===== config.mk =====
export PLATFORM = sky130hd
export DESIGN_NAME = ddtw_div
export DESIGN_NICKNAME = d
export VERILOG_FILES = /design/src/rtl/ddtw_pkg.sv /design/src/rtl/ddtw_div.sv
export SDC_FILE = /design/constraint.sdc
export NUM_CORES = 1
export LEC_CHECK = 0
export BUFFER_PORTS_ARGS = -buffer_cell sky130_fd_sc_hd__buf_2
export CORE_MARGIN = 10
export CORE_UTILIZATION = 30
export DETAILED_ROUTE_END_ITERATION = 16
export SLEW_MARGIN = 25
export SYNTH_ARGS = -nofsm -noshare
export SYNTH_HDL_FRONTEND = slang
export SYNTH_SLANG_ARGS = --single-unit
export TNS_END_PERCENT = 1

===== constraint.sdc =====
create_clock -name clk -period 3.6 [get_ports clk]
set_clock_uncertainty 0.05 [all_clocks]
set_input_delay 0.36 -clock clk [delete_from_list [all_inputs] [get_ports clk]]
set_output_delay 0.36 -clock clk [all_outputs]
set_load 0.005 [all_outputs]

===== src/rtl/ddtw_pkg.sv =====
`default_nettype none
package ddtw_pkg;

  // Command codes of the input item.
  localparam logic [2:0] CMD_SET_TWIST   = 3'd0;
  localparam logic [2:0] CMD_TICK        = 3'd1;
  localparam logic [2:0] CMD_START_ALIGN = 3'd2;
  localparam logic [2:0] CMD_START_CALIB = 3'd3;
  localparam logic [2:0] CMD_ABORT       = 3'd4;

  // Routine phases, also used as wheel start codes.
  localparam logic [2:0] PH_IDLE    = 3'd0;
  localparam logic [2:0] PH_ALIGN_R = 3'd1;
  localparam logic [2:0] PH_ALIGN_L = 3'd2;
  localparam logic [2:0] PH_CAL_R   = 3'd3;
  localparam logic [2:0] PH_CAL_L   = 3'd4;

  // Configuration register indexes.
  localparam logic [2:0] REG_INV_RADIUS  = 3'd0;
  localparam logic [2:0] REG_HALF_TRACK  = 3'd1;
  localparam logic [2:0] REG_LIN_LIMIT   = 3'd2;
  localparam logic [2:0] REG_ANG_LIMIT   = 3'd3;
  localparam logic [2:0] REG_LIN_ACCEL   = 3'd4;
  localparam logic [2:0] REG_ANG_ACCEL   = 3'd5;
  localparam logic [2:0] REG_WHEEL_LIMIT = 3'd6;
  localparam logic [2:0] REG_MODE        = 3'd7;

  // Reciprocal radius after reset (1.0) and when the register holds zero (1000.0).
  localparam logic [30:0] INV_R_RESET   = 31'd65536;
  localparam logic [30:0] INV_R_DEFAULT = 31'd65536000;

  // Width of the shared divider.
  localparam int DIV_W = 64;
  localparam int DIV_CW = $clog2(DIV_W);

endpackage
`default_nettype wire


===== src/rtl/ddtw_div.sv =====
`default_nettype none
module ddtw_div
  import ddtw_pkg::*;
(
  input  wire logic             clk,
  input  wire logic             rst_n,
  input  wire logic             start,
  input  wire logic [DIV_W-1:0] dividend,
  input  wire logic [DIV_W-1:0] divisor,
  output logic                  busy,
  output logic                  done,
  output logic [DIV_W-1:0]      quotient
);

  logic [DIV_W-1:0]  rem_r, rem_nxt;
  logic [DIV_W-1:0]  quo_r, quo_nxt;
  logic [DIV_W-1:0]  dsr_r, dsr_nxt;
  logic [DIV_CW-1:0] cnt_r, cnt_nxt;
  logic              busy_r, busy_nxt;
  logic              done_r, done_nxt;
  logic [DIV_W:0]    trial;
  logic              fits;

  // One restoring step: shift in the next dividend bit and try the subtract.
  always_comb begin
    trial    = {rem_r, quo_r[DIV_W-1]};
    fits     = trial >= {1'b0, dsr_r};
    rem_nxt  = rem_r;
    quo_nxt  = quo_r;
    dsr_nxt  = dsr_r;
    cnt_nxt  = cnt_r;
    busy_nxt = busy_r;
    done_nxt = 1'b0;
    if (start) begin
      rem_nxt  = '0;
      quo_nxt  = dividend;
      dsr_nxt  = divisor;
      cnt_nxt  = '0;
      busy_nxt = 1'b1;
    end else if (busy_r) begin
      rem_nxt = fits ? trial[DIV_W-1:0] - dsr_r : trial[DIV_W-1:0];
      quo_nxt = {quo_r[DIV_W-2:0], fits};
      cnt_nxt = cnt_r + 1'b1;
      if (cnt_r == DIV_CW'(DIV_W - 1)) begin
        busy_nxt = 1'b0;
        done_nxt = 1'b1;
      end
    end
  end

  always_ff @(posedge clk) begin
    rem_r <= rem_nxt;
    quo_r <= quo_nxt;
    dsr_r <= dsr_nxt;
    cnt_r <= cnt_nxt;
    if (!rst_n) begin
      busy_r <= 1'b0;
      done_r <= 1'b0;
    end else begin
      busy_r <= busy_nxt;
      done_r <= done_nxt;
    end
  end

  assign busy     = busy_r;
  assign done     = done_r;
  assign quotient = quo_r;

`ifndef SYNTHESIS
  a_no_restart: assert property (@(posedge clk) disable iff (!rst_n) start |-> !busy_r)
    else $error("divider started while busy");
  a_done_ends_busy: assert property (@(posedge clk) disable iff (!rst_n)
    done_r |-> !busy_r && $past(busy_r))
    else $error("divider done without a running division");
  a_start_busy: assert property (@(posedge clk) disable iff (!rst_n) start |=> busy_r)
    else $error("divider did not start");
`endif

endmodule
`default_nettype wire


==> results.tsv <==
stage	metric	value	unit
critical_path	crit_path_top_delay_cell	or4_1	
synthesis	ys_seq_elements	200	
synthesis	synth_nets	1449	
timing	tightest_slew	0.7249	ns
placed_design	io_buffers	196	
drt	wl	35350	um
synthesis	ys.flop_type	edfxtp_1	
global_route	grt_pass1_vias	10360	
drt	postRouteAntennaNets	0	
floorplanning	die_area	49740	um^2
critical_path	worst_setup_path_end_kind	flip-flop	
pwr	pwr-share-comb	29.3	%
global_route	grt_pass1_wl	56290	um
drt	drc	0	
worst_hold_path	min_delay_worst_endpoint	dsr_r[47]	
pwr	p_int	4499	uW
synthesis	yosysUniqueCellTypes	74	
floorplanning	chipWidth	223.0	um
timing	finalMaxSlewViolations	0	
global_route	grt_usage	13.96	%
worst_hold_path	min_from	divisor[47]	
floorplanning	io-pin-count	197	
timing	rsz0062_at_grt	yes	
placed_design	hpwl	27180	um
clocking	clkSlewWorstSetupHoldPaths	0.08	ns
critical_path	ff2ff_setup_slack	0.18	ns
clocking	cts.sinks	200	
synthesis	netlist_instances	1252	
critical_path	worst-setup-path-type	flip-flop to flip-flop	
critical_path	critPathMaxStageDelay	0.59	ns
drt	drt_pass1_iterations	7	
pwr	p_seq_share	41.4	%
synthesis	yosysTopAreaCell	edfxtp_1	
timing	finalHoldViolations	0	
global_route	gr-total-overflow	0	
placed_design	routabilityCongestion	0.8739	
synthesis	yosys.cell_count.top_type	nor2_1	
final_layout	nets	1654	
synthesis	syn_area	12360	um^2
critical_path	required	3.90	ns
timing	hold_ws	0.02261	ns
synthesis	async_reset_ff_share	0	%
critical_path	crit_top_cell	nand4_1	
timing	max_slew_margin	51.50	%
final_layout	drive_gt1_share	28.03	%
drt	route.vias.total	10060	
floorplanning	initial_core_util	30.28	%
timing	fmax	0.2928	GHz
critical_path	path_cells	inv_1 > ha_1 > nand4_1 > or4_1 > nor4_2 > nand4_1 > nand2_1 > a311o_2 > buf_4 > nor3_1 > a2111oi_1	
synthesis	ys_seq_area_share	42.74	%
global_route	grt_max_degree	75	
critical_path	start_kind	flip-flop	
pwr	max-vdd-ir-drop	0.3916	mV
pwr	switching_share	33.77	%
pwr	clkPwrFrac	29.3	%
clocking	insertion_delay	0.47	ns
synthesis	synthTopCellsByCount	nor2_1, edfxtp_1, nand2_1, a21oi_1, inv_1	
run_status	status	finished, final reports clean	
timing	period_needed	3.416	ns
worst_hold_path	worstHoldPathType	input pin to flip-flop	
synthesis	synth_edf_count	128	
global_route	antenna_found_initial	5	
clocking	cts_made_buffers	17	
clocking	cts_tree	done	
critical_path	reg2reg_from	dsr_r[16]	
timing	min_period_over_period	94.88	%
drt	wl_per_cell	17.63	um
synthesis	yosysWarningCount	0	
clocking	post_cts_buffers	0	
pwr	switching_power	2294	uW
critical_path	reg2reg_depth	11	
floorplanning	core_area	40830	um^2
pwr	p_leak	0.006054	uW
synthesis	synth_top_area_share	31.09	%
drt	vias_per_cell	5.017	
clocking	htreeDepth	4	
floorplanning	die_h	223.0	um
critical_path	cp.arrival	3.72	ns
floorplanning	rows	74	
critical_path	cp_max_fo	10	
clocking	clk_path_buf_depth	2	
final_layout	area_delta_synth_final	20.51	%
timing	finalSetupViolCount	0	
critical_path	r2r_end	rem_r[51]	
placed_design	placed_cell_area	13920	um^2
clocking	clock-root-buffer	clkbuf_16	
job	drv_cap	0	
synthesis	synthTopCellsByArea	edfxtp_1, dfxtp_1, ha_1	
final_layout	stdcell_area	14900	um^2
pwr	p_per_area	455.9	nW/um^2
synthesis	syn_area_per_cell	9.876	um^2
drt	drt_iter0_markers	612	
worst_hold_path	hold_path_depth	1	
==> power by group through the flow <==
stage	Combinational (uW)	Sequential, uW	Clock (uW)
2_1_floorplan	1410	2830	0
3_3_place_gp	1930	2860	0
3_5_place_dp	1940	2860	0
4_1_cts	1980	2820	2050
5_1_grt	2200	2840	2140
6_report	1990	2820	1990
==> sequential cells by signal, indices dropped and copies added, names as in the netlist <==
| register | cells |
|---|---|
| dsr_r | 64 |
| rem_r | 64 |
| cnt_r | 6 |
| busy | 1 |
| quotient | 64 |
| done | 1 |
==> worst max path at each step <==
stage	startpoint	endpoint	slack [ns]	depth (start not counted)
floorplan	quotient[63]	rem_r[58]	0.51	13
global placement	quotient[63]	rem_r[56]	0.21	13
detailed placement	dsr_r[16]	rem_r[62]	0.17	12
CTS	dsr_r[16]	rem_r[20]	0.12	13
global route	dsr_r[7]	rem_r[34]	-0.02	13
finish	dsr_r[16]	rem_r[51]	0.18	11
==> worst max-delay path, delay by kind of cell (launching register included) <==
kind,cells,cell delay [ns]
and+or+nand+nor,6,1.63
DFF,1,0.34
buffers and inverters,2,0.26
AOI/OAI and AO/OA,2,0.58
adders and majority gates,1,0.43
==> routing by layer <==
metal | vias up | share of wire [%] | global-route usage (%)
met5 | - | 0.071 | 0
met2 | 300 | 45 | 22.13
li1 | 4986 | - | -
met4 | 4 | 0.97 | 3.095
met1 | 4742 | 46 | 17.69
met3 | 27 | 7.7 | 5.152
==> stage by stage <==
stage | utilization, % | TNS [ns] | cells | setup slack (ns) | total power [uW]
4_1_cts | 36.37 | 0 | 2000 | 0.1219 | 6850
3_3_place_gp | 34.09 | 0 | 1935 | 0.2134 | 4786
2_1_floorplan | - | 0 | 1252 | 0.5117 | 4243
6_report | 36.49 | 0 | 2005 | 0.1842 | 6793
3_5_place_dp | 34.09 | 0 | 1935 | 0.1681 | 4809
5_1_grt | 36.49 | -0.03560 | 2005 | -0.01646 | 7181
==> cells by family (layout without fill, tap and decap cells) <==
kind of cell / after synthesis / after routing / share of synthesized area (%)
and+or+nand+nor: 361 / 361 / 13.32
AOI/OAI and AO/OA: 347 / 347 / 20.96
DFF: 200 / 200 / 42.74
buffers and inverters: 139 / 357 / 4.898
muxes: 81 / 81 / 7.235
adders and majority gates: 66 / 66 / 6.740
xor gates and xnor gates: 58 / 58 / 4.109
other: 0 / 3 / 0
==> repair_timing <==
item / 4_1_cts / 5_1_grt
endpoints found under the setup margin: 0 / 40
gates resized for setup: 0 / 3
hold buffers: 33 / 2
endpoints found under the hold margin: 33 / 2
==> cell usage in the layout (no fill, tap or decap), drive strengths merged, types with 26 or more instances in the layout <==
| cell type | instances |
|---|---|
| dfxtp | 72 |
| mux2 | 67 |
| inv | 82 |
| a211oi | 50 |
| nor2 | 145 |
| edfxtp | 128 |
| o21ai | 58 |
| xnor2 | 28 |
| xor2 | 30 |
| nor3 | 26 |
| ha | 65 |
| a21o | 33 |
| buf | 214 |
| a21oi | 114 |
| nand2 | 98 |
| dlygate4sd3 | 35 |
==> cell type report <==
type	count	area, um^2
repair buffers	250	1558
well taps	532	665.6
multi-input cells	913	6496
clock buffers	17	425.4
diodes	3	7.507
clock inverters	15	177.7
flip-flops and latches	200	5289
inverters	75	281.5
fillers	4108	25930
(Power assumes the default switching activity.)
